<file path="src/hdl/tsos_pkg.sv">
package tsos_pkg;

  localparam int unsigned MAX_INPUTS_DEF = 8;
  localparam int unsigned LANE_CAP       = 8;
  localparam int unsigned SLOT_W         = 48;
  localparam int unsigned IVL_W          = 20;
  localparam int unsigned NIN_W          = 4;
  localparam int unsigned PADDR_W        = 5;

  typedef enum logic [2:0] {
    KIND_PAT   = 3'd0,
    KIND_CAT   = 3'd1,
    KIND_NIT   = 3'd2,
    KIND_SDT   = 3'd3,
    KIND_INPUT = 3'd4,
    KIND_EIT   = 3'd5,
    KIND_NULL  = 3'd6
  } src_kind_t;

  typedef enum logic [2:0] {
    REG_PAT_IVL = 3'd0,
    REG_CAT_IVL = 3'd1,
    REG_NIT_IVL = 3'd2,
    REG_SDT_IVL = 3'd3,
    REG_NINPUTS = 3'd4
  } reg_idx_t;

  typedef struct packed {
    logic       got;
    logic [2:0] pick;
    logic [2:0] ptr_nxt;
    logic [7:0] ended_nxt;
    logic       stop;
  } poll_res_t;

endpackage

</file>
<file path="src/hdl/tsos_in_if.sv">
interface tsos_in_if;
  logic       valid;
  logic       ready;
  logic       pat_ready;
  logic       cat_ready;
  logic       nit_ready;
  logic       sdt_ready;
  logic [7:0] input_ready_mask;
  logic [7:0] input_ended_mask;
  logic       eit_ready;

  modport source (
    output valid, pat_ready, cat_ready, nit_ready, sdt_ready,
           input_ready_mask, input_ended_mask, eit_ready,
    input  ready
  );
  modport sink (
    input  valid, pat_ready, cat_ready, nit_ready, sdt_ready,
           input_ready_mask, input_ended_mask, eit_ready,
    output ready
  );
endinterface

</file>
<file path="src/hdl/tsos_out_if.sv">
interface tsos_out_if;
  logic        valid;
  logic        ready;
  logic [2:0]  source_kind;
  logic [2:0]  chosen_input;
  logic [47:0] slot_number;
  logic        stopped;

  modport source (
    output valid, source_kind, chosen_input, slot_number, stopped,
    input  ready
  );
  modport sink (
    input  valid, source_kind, chosen_input, slot_number, stopped,
    output ready
  );
endinterface

</file>
<file path="src/hdl/ts_output_slot_scheduler_unit.sv">
// Output slot scheduler: each item accepted on in_ch yields one result on out_ch naming the
// source of the next transport packet slot (PAT, CAT, NIT, SDT, a polled input, EIT or null).
// One item is taken every clock cycle while out_ch does not stall. An item passes an input
// register and then a result register, from which its result is presented on out_ch.
// A result that is not taken holds the input register; while that register is
// empty it still takes one more item. The table due checks and the round-robin walk over up to
// eight inputs are resolved in the single logic stage between those registers. Interval and
// input-count registers sit on the APB port at byte addresses 0, 4, 8, 12 and 16; write them
// while idle.
module ts_output_slot_scheduler_unit #(
  parameter int unsigned MAX_INPUTS = tsos_pkg::MAX_INPUTS_DEF
) (
  input  logic                          clk,
  input  logic                          rst_n,
  tsos_in_if.sink                       in_ch,
  tsos_out_if.source                    out_ch,
  input  logic                          psel,
  input  logic                          penable,
  input  logic                          pwrite,
  input  logic [tsos_pkg::PADDR_W-1:0]  paddr,
  input  logic [31:0]                   pwdata,
  output logic [31:0]                   prdata,
  output logic                          pready
);
  import tsos_pkg::*;

  localparam int unsigned LANES = (MAX_INPUTS < LANE_CAP) ? MAX_INPUTS : LANE_CAP;

  // configuration
  logic [IVL_W-1:0] pat_ivl_r, cat_ivl_r, nit_ivl_r, sdt_ivl_r;
  logic [NIN_W-1:0] ninputs_r;
  logic             cfg_wr;
  reg_idx_t         cfg_idx;

  // scheduler state
  logic [SLOT_W-1:0] slot_r, slot_nxt;
  logic [SLOT_W-1:0] pat_due_r, cat_due_r, nit_due_r, sdt_due_r;
  logic [SLOT_W-1:0] pat_due_nxt, cat_due_nxt, nit_due_nxt, sdt_due_nxt;
  logic [2:0]        ptr_r, ptr_nxt;
  logic [7:0]        ended_r, ended_nxt;
  logic              stop_r, stop_nxt;

  // input register
  logic       s1_valid_r;
  logic       s1_pat_r, s1_cat_r, s1_nit_r, s1_sdt_r, s1_eit_r;
  logic [7:0] s1_rdy_r, s1_end_r;

  // result register
  logic              out_valid_r;
  src_kind_t         out_kind_r, out_kind_nxt;
  logic [2:0]        out_pick_r, out_pick_nxt;
  logic [SLOT_W-1:0] out_slot_r;
  logic              out_stop_r;

  logic             adv, run, take;
  logic [NIN_W-1:0] lane_count;
  logic             pat_hit, cat_hit, nit_hit, sdt_hit, poll_en;
  poll_res_t        poll;

  assign adv  = !out_valid_r || out_ch.ready;
  assign run  = s1_valid_r && adv;
  assign take = in_ch.valid && in_ch.ready;
  assign in_ch.ready = !s1_valid_r || adv;

  assign pready  = 1'b1;
  assign cfg_wr  = psel && penable && pwrite;
  assign cfg_idx = reg_idx_t'(paddr[4:2]);

  always_comb begin
    unique case (cfg_idx)
      REG_PAT_IVL: prdata = 32'(pat_ivl_r);
      REG_CAT_IVL: prdata = 32'(cat_ivl_r);
      REG_NIT_IVL: prdata = 32'(nit_ivl_r);
      REG_SDT_IVL: prdata = 32'(sdt_ivl_r);
      REG_NINPUTS: prdata = 32'(ninputs_r);
      default:     prdata = 32'd0;
    endcase
  end

  always_ff @(posedge clk) begin
    if (!rst_n) begin
      pat_ivl_r <= '0;
      cat_ivl_r <= '0;
      nit_ivl_r <= '0;
      sdt_ivl_r <= '0;
      ninputs_r <= NIN_W'(1);
    end else if (cfg_wr) begin
      unique case (cfg_idx)
        REG_PAT_IVL: pat_ivl_r <= pwdata[IVL_W-1:0];
        REG_CAT_IVL: cat_ivl_r <= pwdata[IVL_W-1:0];
        REG_NIT_IVL: nit_ivl_r <= pwdata[IVL_W-1:0];
        REG_SDT_IVL: sdt_ivl_r <= pwdata[IVL_W-1:0];
        REG_NINPUTS: ninputs_r <= pwdata[NIN_W-1:0];
        default: ;
      endcase
    end
  end

  // clamp the input count to 1 .. LANES
  always_comb begin
    if (ninputs_r == '0) begin
      lane_count = NIN_W'(1);
    end else if (ninputs_r > NIN_W'(LANES)) begin
      lane_count = NIN_W'(LANES);
    end else begin
      lane_count = ninputs_r;
    end
  end

  tsos_poll #(.LANES(LANES)) u_poll (
    .lane_count  (lane_count),
    .poll_ptr    (ptr_r),
    .ended_marks (ended_r),
    .ready_mask  (s1_rdy_r),
    .ended_mask  (s1_end_r),
    .res         (poll)
  );

  assign pat_hit = !stop_r && (slot_r >= pat_due_r) && s1_pat_r;
  assign cat_hit = !stop_r && !pat_hit && (slot_r >= cat_due_r) && s1_cat_r;
  assign nit_hit = !stop_r && !pat_hit && !cat_hit && (slot_r >= nit_due_r) && s1_nit_r;
  assign sdt_hit = !stop_r && !pat_hit && !cat_hit && !nit_hit
                   && (slot_r >= sdt_due_r) && s1_sdt_r;
  assign poll_en = !stop_r && !pat_hit && !cat_hit && !nit_hit && !sdt_hit;

  assign pat_due_nxt = pat_hit ? pat_due_r + SLOT_W'(pat_ivl_r) : pat_due_r;
  assign cat_due_nxt = cat_hit ? cat_due_r + SLOT_W'(cat_ivl_r) : cat_due_r;
  assign nit_due_nxt = nit_hit ? nit_due_r + SLOT_W'(nit_ivl_r) : nit_due_r;
  assign sdt_due_nxt = sdt_hit ? sdt_due_r + SLOT_W'(sdt_ivl_r) : sdt_due_r;
  assign ptr_nxt     = poll_en ? poll.ptr_nxt   : ptr_r;
  assign ended_nxt   = poll_en ? poll.ended_nxt : ended_r;
  assign stop_nxt    = stop_r || (poll_en && poll.stop);
  assign slot_nxt    = slot_r + SLOT_W'(1);

  always_comb begin
    out_pick_nxt = 3'd0;
    priority if (stop_r) begin
      out_kind_nxt = KIND_NULL;
    end else if (pat_hit) begin
      out_kind_nxt = KIND_PAT;
    end else if (cat_hit) begin
      out_kind_nxt = KIND_CAT;
    end else if (nit_hit) begin
      out_kind_nxt = KIND_NIT;
    end else if (sdt_hit) begin
      out_kind_nxt = KIND_SDT;
    end else if (poll.got) begin
      out_kind_nxt = KIND_INPUT;
      out_pick_nxt = poll.pick;
    end else if (s1_eit_r) begin
      out_kind_nxt = KIND_EIT;
    end else begin
      out_kind_nxt = KIND_NULL;
    end
  end

  // state advances only when the held item moves into the result register
  always_ff @(posedge clk) begin
    if (!rst_n) begin
      slot_r    <= '0;
      pat_due_r <= '0;
      cat_due_r <= '0;
      nit_due_r <= '0;
      sdt_due_r <= '0;
      ptr_r     <= '0;
      ended_r   <= '0;
      stop_r    <= 1'b0;
    end else if (run) begin
      slot_r    <= slot_nxt;
      pat_due_r <= pat_due_nxt;
      cat_due_r <= cat_due_nxt;
      nit_due_r <= nit_due_nxt;
      sdt_due_r <= sdt_due_nxt;
      ptr_r     <= ptr_nxt;
      ended_r   <= ended_nxt;
      stop_r    <= stop_nxt;
    end
  end

  always_ff @(posedge clk) begin
    if (!rst_n) begin
      s1_valid_r  <= 1'b0;
      out_valid_r <= 1'b0;
    end else begin
      if (in_ch.ready) begin
        s1_valid_r <= in_ch.valid;
      end
      if (adv) begin
        out_valid_r <= s1_valid_r;
      end
    end
  end

  always_ff @(posedge clk) begin
    if (take) begin
      s1_pat_r <= in_ch.pat_ready;
      s1_cat_r <= in_ch.cat_ready;
      s1_nit_r <= in_ch.nit_ready;
      s1_sdt_r <= in_ch.sdt_ready;
      s1_eit_r <= in_ch.eit_ready;
      s1_rdy_r <= in_ch.input_ready_mask;
      s1_end_r <= in_ch.input_ended_mask;
    end
    if (run) begin
      out_kind_r <= out_kind_nxt;
      out_pick_r <= out_pick_nxt;
      out_slot_r <= slot_r;
      out_stop_r <= stop_nxt;
    end
  end

  assign out_ch.valid        = out_valid_r;
  assign out_ch.source_kind  = out_kind_r;
  assign out_ch.chosen_input = out_pick_r;
  assign out_ch.slot_number  = out_slot_r;
  assign out_ch.stopped      = out_stop_r;

  // once set, the stop flag holds until reset
  a_stop_sticky: assert property (@(posedge clk) disable iff (!rst_n)
    stop_r |=> stop_r)
    else $error("stop flag cleared without reset");

  // a stopped slot can only fall to EIT or null
  a_stop_kind: assert property (@(posedge clk) disable iff (!rst_n)
    (out_valid_r && out_stop_r) |->
      (out_kind_r == KIND_EIT || out_kind_r == KIND_NULL))
    else $error("slot issued from a live source after stop");

  // the slot counter moves by one for each issued slot
  a_slot_step: assert property (@(posedge clk) disable iff (!rst_n)
    run |=> (slot_r == $past(slot_r) + SLOT_W'(1)))
    else $error("slot counter skipped");

  // a stall holds the input register and the scheduler state
  a_stall_hold: assert property (@(posedge clk) disable iff (!rst_n)
    (s1_valid_r && !adv) |=> (s1_valid_r && $stable(slot_r) && $stable(ptr_r)))
    else $error("state moved during a stall");

  // chosen input only names an input slot, and lies within the inputs in use
  a_pick_range: assert property (@(posedge clk) disable iff (!rst_n)
    (run && out_kind_nxt == KIND_INPUT) |-> ({1'b0, out_pick_nxt} < lane_count))
    else $error("chosen input outside the inputs in use");

endmodule

</file>
<file path="src/hdl/tsos_poll.sv">
module tsos_poll #(
  parameter int unsigned LANES = tsos_pkg::LANE_CAP
) (
  input  logic [tsos_pkg::NIN_W-1:0] lane_count,
  input  logic [2:0]                 poll_ptr,
  input  logic [7:0]                 ended_marks,
  input  logic [7:0]                 ready_mask,
  input  logic [7:0]                 ended_mask,
  output tsos_pkg::poll_res_t        res
);
  import tsos_pkg::*;

  logic [7:0] inuse;
  logic [3:0] start;
  logic [3:0] idx;
  logic [3:0] last;
  logic [3:0] after;
  logic [7:0] marks;
  logic       done;

  assign inuse = 8'((9'd1 << lane_count) - 9'd1);
  assign start = ({1'b0, poll_ptr} < lane_count) ? {1'b0, poll_ptr} : 4'd0;

  // Walk the inputs in turn from the pointer; stop at a packet or when all are marked.
  always_comb begin
    marks    = ended_marks;
    done     = 1'b0;
    last     = start;
    idx      = start;
    res.got  = 1'b0;
    res.pick = 3'd0;
    res.stop = 1'b0;
    for (int k = 0; k < LANES; k++) begin
      if (!done && (4'(k) < lane_count)) begin
        idx = start + 4'(k);
        if (idx >= lane_count) begin
          idx = idx - lane_count;
        end
        last = idx;
        if (ready_mask[idx[2:0]]) begin
          res.got  = 1'b1;
          res.pick = idx[2:0];
          done     = 1'b1;
        end else if (ended_mask[idx[2:0]]) begin
          marks[idx[2:0]] = 1'b1;
          if ((marks & inuse) == inuse) begin
            res.stop = 1'b1;
            done     = 1'b1;
          end
        end
      end
    end
    after         = last + 4'd1;
    res.ptr_nxt   = (after == lane_count) ? 3'd0 : after[2:0];
    res.ended_nxt = marks;
  end

endmodule
</file>
<file path="src/flat_wrapper.sv">
// flat-port wrapper written by rule: the top's interface ports become plain ports
module ts_output_slot_scheduler_unit_flat import tsos_pkg::*;
#(
  parameter int unsigned MAX_INPUTS = tsos_pkg::MAX_INPUTS_DEF
)
  (clk, rst_n, psel, penable, pwrite, paddr, pwdata, prdata, pready, in_ch_valid, in_ch_pat_ready, in_ch_cat_ready, in_ch_nit_ready, in_ch_sdt_ready, in_ch_input_ready_mask, in_ch_input_ended_mask, in_ch_eit_ready, in_ch_ready, out_ch_valid, out_ch_source_kind, out_ch_chosen_input, out_ch_slot_number, out_ch_stopped, out_ch_ready);
  tsos_in_if in_ch_i ();
  tsos_out_if out_ch_i ();
  input  logic clk;
  input  logic rst_n;
  input  logic psel;
  input  logic penable;
  input  logic pwrite;
  input  logic [tsos_pkg::PADDR_W-1:0] paddr;
  input  logic [31:0] pwdata;
  output logic [31:0] prdata;
  output logic pready;
  input wire logic [$bits(in_ch_i.valid)-1:0] in_ch_valid;
  input wire logic [$bits(in_ch_i.pat_ready)-1:0] in_ch_pat_ready;
  input wire logic [$bits(in_ch_i.cat_ready)-1:0] in_ch_cat_ready;
  input wire logic [$bits(in_ch_i.nit_ready)-1:0] in_ch_nit_ready;
  input wire logic [$bits(in_ch_i.sdt_ready)-1:0] in_ch_sdt_ready;
  input wire logic [$bits(in_ch_i.input_ready_mask)-1:0] in_ch_input_ready_mask;
  input wire logic [$bits(in_ch_i.input_ended_mask)-1:0] in_ch_input_ended_mask;
  input wire logic [$bits(in_ch_i.eit_ready)-1:0] in_ch_eit_ready;
  output wire logic [$bits(in_ch_i.ready)-1:0] in_ch_ready;
  output wire logic [$bits(out_ch_i.valid)-1:0] out_ch_valid;
  output wire logic [$bits(out_ch_i.source_kind)-1:0] out_ch_source_kind;
  output wire logic [$bits(out_ch_i.chosen_input)-1:0] out_ch_chosen_input;
  output wire logic [$bits(out_ch_i.slot_number)-1:0] out_ch_slot_number;
  output wire logic [$bits(out_ch_i.stopped)-1:0] out_ch_stopped;
  input wire logic [$bits(out_ch_i.ready)-1:0] out_ch_ready;
  assign in_ch_i.valid = in_ch_valid;
  assign in_ch_i.pat_ready = in_ch_pat_ready;
  assign in_ch_i.cat_ready = in_ch_cat_ready;
  assign in_ch_i.nit_ready = in_ch_nit_ready;
  assign in_ch_i.sdt_ready = in_ch_sdt_ready;
  assign in_ch_i.input_ready_mask = in_ch_input_ready_mask;
  assign in_ch_i.input_ended_mask = in_ch_input_ended_mask;
  assign in_ch_i.eit_ready = in_ch_eit_ready;
  assign in_ch_ready = in_ch_i.ready;
  assign out_ch_valid = out_ch_i.valid;
  assign out_ch_source_kind = out_ch_i.source_kind;
  assign out_ch_chosen_input = out_ch_i.chosen_input;
  assign out_ch_slot_number = out_ch_i.slot_number;
  assign out_ch_stopped = out_ch_i.stopped;
  assign out_ch_i.ready = out_ch_ready;
  ts_output_slot_scheduler_unit #(.MAX_INPUTS(MAX_INPUTS)) u_core (.clk(clk), .rst_n(rst_n), .in_ch(in_ch_i), .out_ch(out_ch_i), .psel(psel), .penable(penable), .pwrite(pwrite), .paddr(paddr), .pwdata(pwdata), .prdata(prdata), .pready(pready));
endmodule
</file>
<file path="config.mk">
export PLATFORM = sky130hd
export DESIGN_NAME = ts_output_slot_scheduler_unit_flat
export DESIGN_NICKNAME = d
export VERILOG_FILES = /design/src/hdl/tsos_pkg.sv /design/src/hdl/tsos_in_if.sv /design/src/hdl/tsos_out_if.sv /design/src/hdl/ts_output_slot_scheduler_unit.sv /design/src/hdl/tsos_poll.sv /design/src/flat_wrapper.sv
export SDC_FILE = /design/constraint.sdc
export NUM_CORES = 1
export LEC_CHECK = 0
export ABC_CLOCK_PERIOD_IN_PS = 12800
export BUFFER_PORTS_ARGS = -buffer_cell sky130_fd_sc_hd__buf_4
export CAP_MARGIN = 40
export CELL_PAD_IN_SITES_DETAIL_PLACEMENT = 1
export CELL_PAD_IN_SITES_GLOBAL_PLACEMENT = 1
export CORE_MARGIN = 2
export CORE_UTILIZATION = 48
export CTS_CLUSTER_SIZE = 28
export DETAILED_ROUTE_END_ITERATION = 6
export GPL_TIMING_DRIVEN = 0
export PLACE_DENSITY = 0.88
export SKIP_LAST_GASP = 1
export SLEW_MARGIN = 10
export SYNTH_ARGS = -nofsm -noshare
export SYNTH_HDL_FRONTEND = slang
export SYNTH_HIERARCHICAL = 1
export SYNTH_SLANG_ARGS = --single-unit
</file>
<file path="constraint.sdc">
create_clock -name clk -period 12.8 [get_ports clk]
set_input_delay 1.28 -clock clk [delete_from_list [all_inputs] [get_ports clk]]
set_output_delay 1.28 -clock clk [all_outputs]
set_load 0.05 [all_outputs]
</file>
---- Word level (Yosys, flattened, before mapping) ----
Index checks and enable logic that the tools add are counted.
word-level totals
  bits of input ports ..................... 65
  output and inout bits ................... 90
  word-level logic and storage cells ...... 362
  bits in registers ....................... 414
operators by class
  eq/ne operators ......................... 13
  shift operators ......................... 1
  reductions and logical operators ........ 63
  $add $sub $neg .......................... 22
  bitwise logic cells ..................... 17
  order comparisons ....................... 38
  mux-type cells .......................... 181
operators by type and width
  cell                   count
  $add 48x20->48         4
  $ge 48x48->1           4
  $mux 8                 24
  $mux 4                 42
  $pmux 20 s5            1
  $mux 1                 82
  $and 8x8->8            8
  $eq 8x8->1             8
  $or 8x8->8             8
  $add 48x1->48 const B  1
  $bmux 1 s3             16
  $logic_and 1x1->1      32
  $lt 3x4->1 const B     8
  $ge 4x4->1             7
  $sub 4x4->4            7
  $demux 1 s3            8
  $ge 3x1->1 const B     8
  $mux 3                 7
  $reduce_and 2->1       10
  $add 3x3->4 const B    4
  $lt 3x4->1 const A     4
  $logic_not 1->1        14
  $add 3x2->4 const B    2
  $lt 1x4->1 const A     2
  20 further kinds       24

---- Longest topological paths before layout ----
Gate-level depths: netlist of run 1.
  depth after elaboration ................. 119
  depth in mapped cells ................... 43
  gate-level depth less buffers ........... 37

---- By module ----
Netlist of run 1, hierarchy kept.
by module, submodules not included
  module                         instances  area an instance (um^2)  cells each
  ts_output_slot_scheduler_unit  1          24,957.7                 2,954
  tsos_poll                      1          6,118.4                  949

---- Worst setup path after synthesis of run 1 ----
No wires, ideal clock.
  path type ............................... reg-to-reg
  start point ............................. reg u_core.ninputs_r[1]
  end point ............................... reg u_core.ptr_r[1]
  setup slack ............................. 3.505 ns
  path buffers ............................ 6
  library setup time ...................... 0.132 ns
  arrival ................................. 9.163 ns
  clock period less this slack ............ 9.295 ns
  stages on the path, launching flop included .. 41
  path through ............................ dfxtp_1 -> nor2b_1 -> buf_2 -> inv_1 -> ha_1 -> nor2_1 -> o211ai_1 -> inv_2 -> clkbuf_1 -> ha_1 -> and3_1 -> or2_2 -> ha_1 -> o221a_2 -> o21ai_1 -> and2_0 -> clkbuf_1 -> buf_2 -> [... 5 more ...] -> o311ai_1 -> o221a_1 -> and4_1 -> buf_2 -> or4_4 -> nor3_4 -> buf_6 -> a21oi_1 -> a211o_1 -> o31ai_4 -> mux2_2 -> inv_1 -> ha_1 -> xnor3_1 -> nor3_1 -> a311oi_1 -> nand3_1 -> a21oi_1
RTL lines
  what                    line                                  RTL
  from (decl)             ts_output_slot_scheduler_unit.sv:31   logic [NIN_W-1:0] ninputs_r;
  from (signal assigned)  ts_output_slot_scheduler_unit.sv:93   REG_NINPUTS: ninputs_r <= pwdata[NIN_W-1:0];
  to (signal assigned)    ts_output_slot_scheduler_unit.sv:174  ptr_r <= ptr_nxt;
  to (decl)               ts_output_slot_scheduler_unit.sv:39   logic [2:0] ptr_r, ptr_nxt;

==> load_flow_metrics.sql, run 1 <==
INSERT INTO impl_metrics (metric_group, metric, value, unit) VALUES
('sta', 'setup_tns', '0', 'ps'),
('global_route', 'antenna_found_initial', '0', ''),
('layout', 'layout.cells.most_common', 'nand2_1', ''),
('layout', 'layout.cells.most_common_list', 'nand2_1 (478), a21oi_1 (392), dfxtp_1 (338)', ''),
('routing', 'wl_final', '130', 'mm'),
('power_and_ir_drop', 'internal_power', '2.32', 'mW'),
('cts', 'htree_levels', '2', ''),
('outcome', 'status', 'complete, but fails checks', ''),
('floorplanning', 'num_rows', '93', ''),
('layout', 'layout.filler_cells', '7978', ''),
('critical_path', 'setup.worst_path.start_class', 'flop', ''),
('yosys', 'synth-main-ff-cell', 'dfxtp_1', ''),
('routing', 'post_drt_wl_per_cell', '25.9', 'um'),
('layout', 'antenna_diode_count', '0', ''),
('placed_design', 'routability_congestion_estimate_from_global_placement', '1.01', ''),
('global_route', 'grt_pass1_wl', '197', 'mm'),
('yosys', 'yosysSeqAreaShare', '0.291', ''),
('power_and_ir_drop', 'share_of_power_burned_in_the_clock_network', '0.471', ''),
('global_route', 'grt_use_total', '0.379', ''),
('floorplanning', 'fp.dieW', '258', 'um'),
('sta', 'finalWorstPathRequiredPeriod', '12080', 'ps'),
('power_and_ir_drop', 'power_switching_share', '0.272', ''),
('sta', 'maxClockFrequency', '82.8', 'MHz'),
('yosys', 'synth_enable_flop_cells', '76', ''),
('power_and_ir_drop', 'total_power_per_unit_cell_area', '90.9', 'nW/um2'),
('layout', 'area_delta_synth_final', '12.8', '%'),
('sta', 'final.hold.worst_slack', '471', 'ps'),
('cts', 'clock_tree.buffer_depth', '3', ''),
('job', 'max-cap-violations', '0', ''),
('critical_path', 'crit_path_end_kind', 'flop', ''),
('cts', 'clk_pin_slew_worst_paths', '60', 'ps'),
('global_route', 'gr-total-overflow', '0', ''),
('sta', 'number_of_failing_hold_endpoints_at_the_final_stage', '0', ''),
('yosys', 'async_flop_share', '0', ''),
('sta', 'setup_viol_count_final', '0', ''),
('power_and_ir_drop', 'pwr-share-comb', '0.101', ''),
('cts', 'clock_sinks', '414', ''),
('floorplanning', 'die-area', '66800', 'um2'),
('critical_path', 'timing.critical_path.slowest_stage_cell', 'a2111oi_2', ''),
('global_route', 'grt_pass1_vias', '33900', ''),
('power_and_ir_drop', 'p_leak', '13.7', 'nW'),
('placed_design', 'hpwlAfterDp', '98.0', 'mm'),
('yosys', 'syn-instance-count', '3903', ''),
('power_and_ir_drop', 'max-vdd-ir-drop', '0.0000882', 'V'),
('yosys', 'cell_area_after_technology_mapping', '31100', 'um2'),
('critical_path', 'worst_path_max_fanout', '11', ''),
('floorplanning', 'initial_core_util', '0.484', ''),
('routing', 'antenna_left', '0', ''),
('critical_path', 'worst-endpoint-required', '13250', 'ps'),
('routing', 'drt-pass1-iter-count', '7', ''),
('outcome', 'violations', 'design-rule violations', ''),
('yosys', 'yosys.cell_types.count', '113', ''),
('layout', 'multi_input_comb_area', '20300', 'um2'),
('floorplanning', 'io-pin-count', '155', ''),
('sta', 'grt_setup_unrepaired', 'no', ''),
('layout', 'seq_cell_area', '9050', 'um2'),
('cts', 'insertion_delay_to_the_later_sink_of_the_worst_skew_pair', '610', 'ps'),
('yosys', 'postSynthAreaPerCell', '7.96', 'um2'),
('cts', 'clock_tree.root_cell', 'clkbuf_16', ''),
('power_and_ir_drop', 'fraction_of_power_consumed_by_sequential_logic', '0.428', ''),
('global_route', 'grt_start_max_net_pins', '38', ''),
('power_and_ir_drop', 'netSwitchingPower', '865', 'uW'),
('critical_path', 'arrival', '12520', 'ps'),
('sta', 'final_clock_period_utilization_by_the_worst_path', '0.943', ''),
('layout', 'final_layout_size_suffix_gt1_frac', '0.0810', ''),
('worst_hold_path', 'hold_path.class', 'flop to flop', ''),
('cts', 'tritoncts', 'yes', ''),
('critical_path', 'path_class', 'flop to flop', ''),
('yosys', 'synth_warnings', '6', ''),
('sta', 'maxSlewHeadroom', '0.367', ''),
('floorplanning', 'core_area', '64200', 'um2'),
('placed_design', 'place.port_buffers', '126', ''),
('sta', 'max_slew.worst_pin.slew', '950', 'ps'),
('routing', 'via_count_normalized_by_instance_count', '6.52', ''),
('layout', 'finish.net_count', '4487', ''),
('routing', 'detail_route.drc_violations', '11', ''),
('sta', 'worst_clock_skew', '22.0', 'ps'),
('cts', 'total_clock_buffers_created_by_cts', '49', ''),
('routing', 'vias', '32600', ''),
('cts', 'postCtsHoldBufs', '0', ''),
('yosys', 'ys_seq_elements', '414', ''),
('critical_path', 'critical_path.max_stage_delay', '700', 'ps'),
('sta', 'final_max_slew_viol_count', '0', ''),
('routing', 'drt-initial-drc-count', '3184', ''),
('floorplanning', 'chipHeight', '258', 'um');
[power groups by stage]
| stage | combinational, mW | clock, mW | sequential, mW |
|---|---|---|---|
| floorplan | 0.157 | 0 | 1.41 |
| global placement | 0.296 | 0 | 1.39 |
| detailed placement | 0.307 | 0 | 1.39 |
| CTS | 0.310 | 1.51 | 1.36 |
| global route | 0.334 | 1.56 | 1.37 |
| finish | 0.321 | 1.50 | 1.37 |
[routing by layer]
metal  wire, um  up-vias  GRT usage  share of wire
li1           -    14600          -              -
met1      51200    16000      0.459           0.39
met2      59100     1549      0.625           0.46
met3      10800      510     0.0716          0.083
met4       8690        0      0.229          0.067
met5          0        -          0              0
[synth_stat cells, types with 26 or more instances]
| cell | instances | share of area |
|---|---|---|
| clkbuf_1 | 131 | 0.016 |
| a21oi_1 | 392 | 0.063 |
| and3_1 | 36 | 0.0072 |
| a21o_1 | 65 | 0.016 |
| nand2_1 | 478 | 0.058 |
| o21ai_0 | 164 | 0.026 |
| nor4_1 | 26 | 0.0052 |
| o21a_1 | 32 | 0.0077 |
| a22oi_1 | 39 | 0.0094 |
| and2_1 | 30 | 0.0060 |
| xnor2_1 | 103 | 0.029 |
| ha_1 | 305 | 0.12 |
| xor2_1 | 49 | 0.014 |
| inv_1 | 271 | 0.033 |
| nand4_1 | 70 | 0.014 |
| nand2b_1 | 29 | 0.0058 |
| or3_1 | 34 | 0.0068 |
| nor3_1 | 90 | 0.014 |
| o211ai_1 | 30 | 0.0072 |
| mux2i_1 | 93 | 0.030 |
| o31ai_1 | 60 | 0.014 |
| a31oi_1 | 28 | 0.0056 |
| or4_1 | 51 | 0.012 |
| a211oi_1 | 47 | 0.011 |
| nor2_1 | 333 | 0.040 |
| dfxtp_1 | 338 | 0.22 |
| nand3_1 | 115 | 0.019 |
| edfxtp_1 | 76 | 0.073 |
[critical path: cells and delay by family (launching register included)]
kind                     cells  cell delay [ps]
flip-flops                   1              420
AO/OA/AOI/OAI               15             4820
XOR/XNOR                     1              340
buffers and inverters        9             2710
multiplexers                 2              480
AND/OR/NAND/NOR             10             1920
adder cells (fa/ha/maj)      4             1250
[registers in the layout, summed over array words and instances, names as in the netlist, 3 cells and up]
signal	flops
u_core/ended_r	8
u_core/sdt_due_r	48
u_core/pat_due_r	48
u_core/cat_due_r	48
u_core/nit_due_r	48
u_core/s1_end_r	8
u_core/out_ch.source_kind	3
u_core/slot_r	48
u_core/out_ch.chosen_input	3
u_core/cat_ivl_r	20
u_core/ninputs_r	4
u_core/nit_ivl_r	20
u_core/sdt_ivl_r	20
u_core/out_ch.slot_number	48
u_core/s1_rdy_r	8
u_core/ptr_r	3
u_core/pat_ivl_r	20
[through the flow]
stage	utilization	instance area (um2)	setup slack, ps	total power, mW	instances
finish	0.546	35100	723	3.19	5004
global placement	0.516	33100	1150	1.69	4895
detailed placement	0.519	33300	954	1.70	4911
floorplan	-	31100	3510	1.57	3914
CTS	0.545	35000	907	3.19	5002
global route	0.546	35100	91.8	3.26	5004
[logic make-up (layout without fill, tap and decap cells)]
| logic type | count (synthesis) | after routing | synth area share |
|---|---|---|---|
| compound gates | 1078 | 1078 | 0.227 |
| xor+xnor | 153 | 153 | 0.0436 |
| fa+ha+maj | 313 | 313 | 0.128 |
| buf+inv | 453 | 688 | 0.0579 |
| flops | 414 | 414 | 0.291 |
| mux | 108 | 108 | 0.0390 |
| other cells | 2 | 13 | 0.000242 |
| simple gates | 1382 | 1382 | 0.214 |
[path summary, 6_finish.rpt]
check                        from                    to  slack [ps]  cells after the start
min          u_core/cat_due_r[46]  u_core/cat_due_r[46]         470                      2
max reg2reg   u_core/ninputs_r[2]       u_core/ptr_r[0]         720                     41
max           u_core/ninputs_r[2]       u_core/ptr_r[0]         720                     41
min reg2reg  u_core/cat_due_r[46]  u_core/cat_due_r[46]         470                      2
[repair_timing]
item / CTS / global route
buffers inserted: 0 / 0
endpoints found under the setup margin: 0 / 3
gates resized for setup: 0 / 2
[final cells by class]
type                    instances  area share
flip-flops and latches        414       0.258
clock buffers                  68      0.0399
multi-input cells            3047       0.579
plain buffers                 179      0.0220
clock inverters                23     0.00857
repair buffers                144      0.0328
inverters                     274      0.0293
well taps                     855      0.0305
No activity file was read; power rests on OpenSTA's default activity.
==> run 2, diff against run 1 <==
Settings changed: ABC_AREA set to 1, CORE_MARGIN 2 to not set, CORE_UTILIZATION 48 to 46, PLACE_DENSITY 0.88 to 0.89.
==> load_flow_metrics.sql, run 2 <==
INSERT INTO impl_metrics (metric_group, metric, value, unit) VALUES
('outcome', 'status', 'complete, but fails checks', ''),
('outcome', 'violations', 'design-rule violations', ''),
('placed_design', 'routability_congestion_estimate_from_global_placement', '1.04', ''),
('layout', 'layout.filler_cells', '10500', ''),
('routing', 'vias', '40900', ''),
('cts', 'htree_levels', '2', ''),
('yosys', 'yosys.cell_types.count', '69', ''),
('yosys', 'yosysSeqAreaShare', '0.253', ''),
('sta', 'finalWorstPathRequiredPeriod', '9910', 'ps'),
('critical_path', 'setup.worst_path.start_class', 'flop', ''),
('yosys', 'async_flop_share', '0', ''),
('sta', 'final_max_slew_viol_count', '0', ''),
('critical_path', 'crit-reg2reg-launch', 'u_core/ninputs_r[3]', ''),
('cts', 'tritoncts', 'yes', ''),
('yosys', 'syn-instance-count', '5516', ''),
('floorplanning', 'io-pin-count', '155', ''),
('critical_path', 'arrival', '10270', 'ps'),
('critical_path', 'crit_path_end_kind', 'flop', ''),
('power_and_ir_drop', 'share_of_power_burned_in_the_clock_network', '0.216', ''),
('yosys', 'cell_area_after_technology_mapping', '35700', 'um2'),
('layout', 'fin_util', '0.525', ''),
('sta', 'setup_viol_count_final', '0', ''),
('floorplanning', 'fp.dieW', '281', 'um'),
('sta', 'maxSlewHeadroom', '0.284', ''),
('cts', 'postCtsHoldBufs', '0', ''),
('critical_path', 'critical_path.max_stage_delay', '580', 'ps'),
('cts', 'insertion_delay_to_the_later_sink_of_the_worst_skew_pair', '660', 'ps'),
('critical_path', 'worst-endpoint-required', '13160', 'ps'),
('yosys', 'synth.cells.most_frequent', 'nand2_1 (1319), inv_1 (719), nor2_1 (683)', ''),
('layout', 'finish.net_count', '6105', ''),
('routing', 'wl_final', '165', 'mm'),
('job', 'max-cap-violations', '0', ''),
('power_and_ir_drop', 'netSwitchingPower', '3.81', 'mW'),
('cts', 'clock_tree.root_cell', 'clkbuf_16', ''),
('cts', 'total_clock_buffers_created_by_cts', '49', ''),
('sta', 'maxClockFrequency', '101', 'MHz'),
('routing', 'drt-initial-drc-count', '4186', ''),
('layout', 'area_delta_synth_final', '12.2', '%'),
('power_and_ir_drop', 'pwr-share-comb', '0.580', ''),
('routing', 'drt-pass1-iter-count', '7', ''),
('power_and_ir_drop', 'p_leak', '17.8', 'nW'),
('layout', 'instances_no_fill', '6800', ''),
('sta', 'final_clock_period_utilization_by_the_worst_path', '0.774', ''),
('cts', 'clock_sinks', '414', ''),
('critical_path', 'regToRegEndpoint', 'u_core/out_ch.chosen_input[1]', ''),
('placed_design', 'place.port_buffers', '126', ''),
('sta', 'number_of_failing_hold_endpoints_at_the_final_stage', '0', ''),
('routing', 'detail_route.drc_violations', '9', ''),
('power_and_ir_drop', 'internal_power', '3.51', 'mW'),
('yosys', 'post-synth-top-count-cell', 'nand2_1', ''),
('worst_hold_path', 'worst_hold_startpoint', 'u_core/pat_due_r[23]', ''),
('placed_design', 'dp.cells', '6701', ''),
('global_route', 'gr-total-overflow', '0', ''),
('layout', 'final_layout_size_suffix_gt1_frac', '0.0832', ''),
('global_route', 'antenna_found_initial', '4', ''),
('floorplanning', 'num_rows', '101', ''),
('sta', 'grt_setup_unrepaired', 'no', ''),
('worst_hold_path', 'hold-path-cell-count', '1', ''),
('global_route', 'grt_use_total', '0.408', ''),
('yosys', 'synth_warnings', '6', ''),
('cts', 'clock_tree.buffer_depth', '3', ''),
('global_route', 'grt_pass1_wl', '243', 'mm'),
('cts', 'cts_setup_buffers', '0', ''),
('critical_path', 'worst_r2r_path_depth', '45', ''),
('global_route', 'grt_start_max_net_pins', '36', ''),
('sta', 'max_slew.worst_pin.slew', '1070', 'ps'),
('floorplanning', 'die-area', '78800', 'um2'),
('yosys', 'postSynthAreaPerCell', '6.47', 'um2'),
('power_and_ir_drop', 'max-vdd-ir-drop', '0.000135', 'V'),
('yosys', 'yosys-top-cells-area', 'dfxtp_1 (19%), nand2_1 (14%), ha_1 (11%)', ''),
('cts', 'cts_repair_resize_count', '0', ''),
('critical_path', 'timing.critical_path.slowest_stage_cell', 'o21ai_2', ''),
('floorplanning', 'chipHeight', '281', 'um'),
('critical_path', 'setup.reg_to_reg.worst_slack', '2890', 'ps'),
('yosys', 'synth-main-ff-cell', 'dfxtp_1', ''),
('layout', 'layout.cells.most_common_list', 'nand2_1 (1319), inv_1 (719), nor2_1 (683)', ''),
('floorplanning', 'core_area', '76300', 'um2'),
('yosys', 'synth_enable_flop_cells', '76', ''),
('cts', 'clk_pin_slew_worst_paths', '70', 'ps'),
('layout', 'layout.cells.most_common', 'nand2_1', ''),
('global_route', 'grt_pass1_vias', '40600', ''),
('floorplanning', 'initial_core_util', '0.468', ''),
('sta', 'setup_tns', '0', 'ps'),
('yosys', 'ys_seq_elements', '414', ''),
('power_and_ir_drop', 'total_power_per_unit_cell_area', '183', 'nW/um2'),
('worst_hold_path', 'hold_path_end', 'u_core/pat_due_r[23]', ''),
('worst_hold_path', 'hold_path.class', 'flop to flop', ''),
('yosys', 'area_share_of_the_leading_cell_type_in_the_synthesized_netlist', '0.189', ''),
('routing', 'via_count_normalized_by_instance_count', '6.02', ''),
('sta', 'worst_clock_skew', '52.1', 'ps'),
('yosys', 'synth_largest_area_cell', 'dfxtp_1', ''),
('power_and_ir_drop', 'power_switching_share', '0.521', ''),
('critical_path', 'path_class', 'flop to flop', ''),
('critical_path', 'critPathMostFrequentCell', 'nand2_1', ''),
('power_and_ir_drop', 'fraction_of_power_consumed_by_sequential_logic', '0.204', ''),
('critical_path', 'worst_path_max_fanout', '10', ''),
('placed_design', 'hpwlAfterDp', '132', 'mm'),
('routing', 'post_drt_wl_per_cell', '24.3', 'um'),
('routing', 'antenna_left', '0', '');
run 2: cell count changes in the layout (fill, tap and decap cells not counted), sizes merged, moves of 52 or more:
cell,delta
a21oi,+60
clkbuf,-54
inv,+466
mux2i,-93
nand2,+903
nand3,+180
nor2,+384
nor3,+59
o21ai,+203
o31ai,-53
or4,-52
xnor2,-64
xor2,+92
run 2: power groups by stage:
stage                     Clock, mW  Sequential, mW  Combinational, mW
after CTS                      1.59            1.49               4.12
after detailed placement          0            1.51               4.07
final                          1.58            1.49               4.25
after global placement            0            1.51               3.97
after floorplan                   0            1.54               2.82
after global routing           1.64            1.49               4.55
run 2: cell type report:
type	instances	area, um2	area share
inverters	743	2800	0.0699
well taps	1030	1290	0.0322
repair buffers	149	1250	0.0312
diodes	2	5.00	0.000125
clock inverters	30	414	0.0103
plain buffers	135	726	0.0181
clock buffers	62	1360	0.0338
multi-input cells	4235	23200	0.579
flip-flops and latches	414	9050	0.226
run 2: per-layer routing:
layer | vias up | GRT usage | part of all wire
met1 | 19800 | 0.514 | 0.40
li1 | 18600 | - | -
met2 | 1991 | 0.645 | 0.44
met4 | 6 | 0.240 | 0.066
met3 | 513 | 0.0791 | 0.092
met5 | - | 0 | 0.00024
run 2: worst max-delay path by stage:
stage | startpoint | to
global placement | u_core/ninputs_r[3] | u_core/ptr_r[1]
finish | u_core/ninputs_r[3] | u_core/out_ch.chosen_input[1]
floorplan | u_core/ninputs_r[3] | u_core/ptr_r[0]
global route | u_core/ninputs_r[1] | u_core/ptr_r[2]
detailed placement | u_core/ninputs_r[3] | u_core/ptr_r[1]
CTS | u_core/ninputs_r[3] | u_core/ptr_r[1]
run 2: logic make-up after synthesis:
group / Yosys count / share of synthesized area
AND/OR/NAND/NOR: 2716 / 0.333
other: 2 / 0.000210
buffers and inverters: 878 / 0.0986
flip-flops: 414 / 0.253
AO/OA/AOI/OAI: 1013 / 0.159
adder cells (fa/ha/maj): 313 / 0.111
XOR/XNOR: 180 / 0.0441
run 2: critical path: cells and delay by family (launching register included):
kind	cells	cell delay, ps
compound gates	3	1140
xor+xnor	1	350
buf+inv	6	1560
simple gates	32	5170
fa+ha+maj	3	1040
flops	1	360
run 2: stage by stage:
| step | setup WS (ps) | power (mW) | hold slack [ps] | area (um2) |
|---|---|---|---|---|
| final | 2890 | 7.32 | 478 | 40100 |
| after detailed placement | 3330 | 5.59 | 450 | 38200 |
| after global routing | 2340 | 7.69 | 502 | 40100 |
| after CTS | 3260 | 7.20 | 461 | 40000 |
| after floorplan | 5230 | 4.36 | 422 | 35800 |
| after global placement | 2970 | 5.48 | 434 | 38000 |
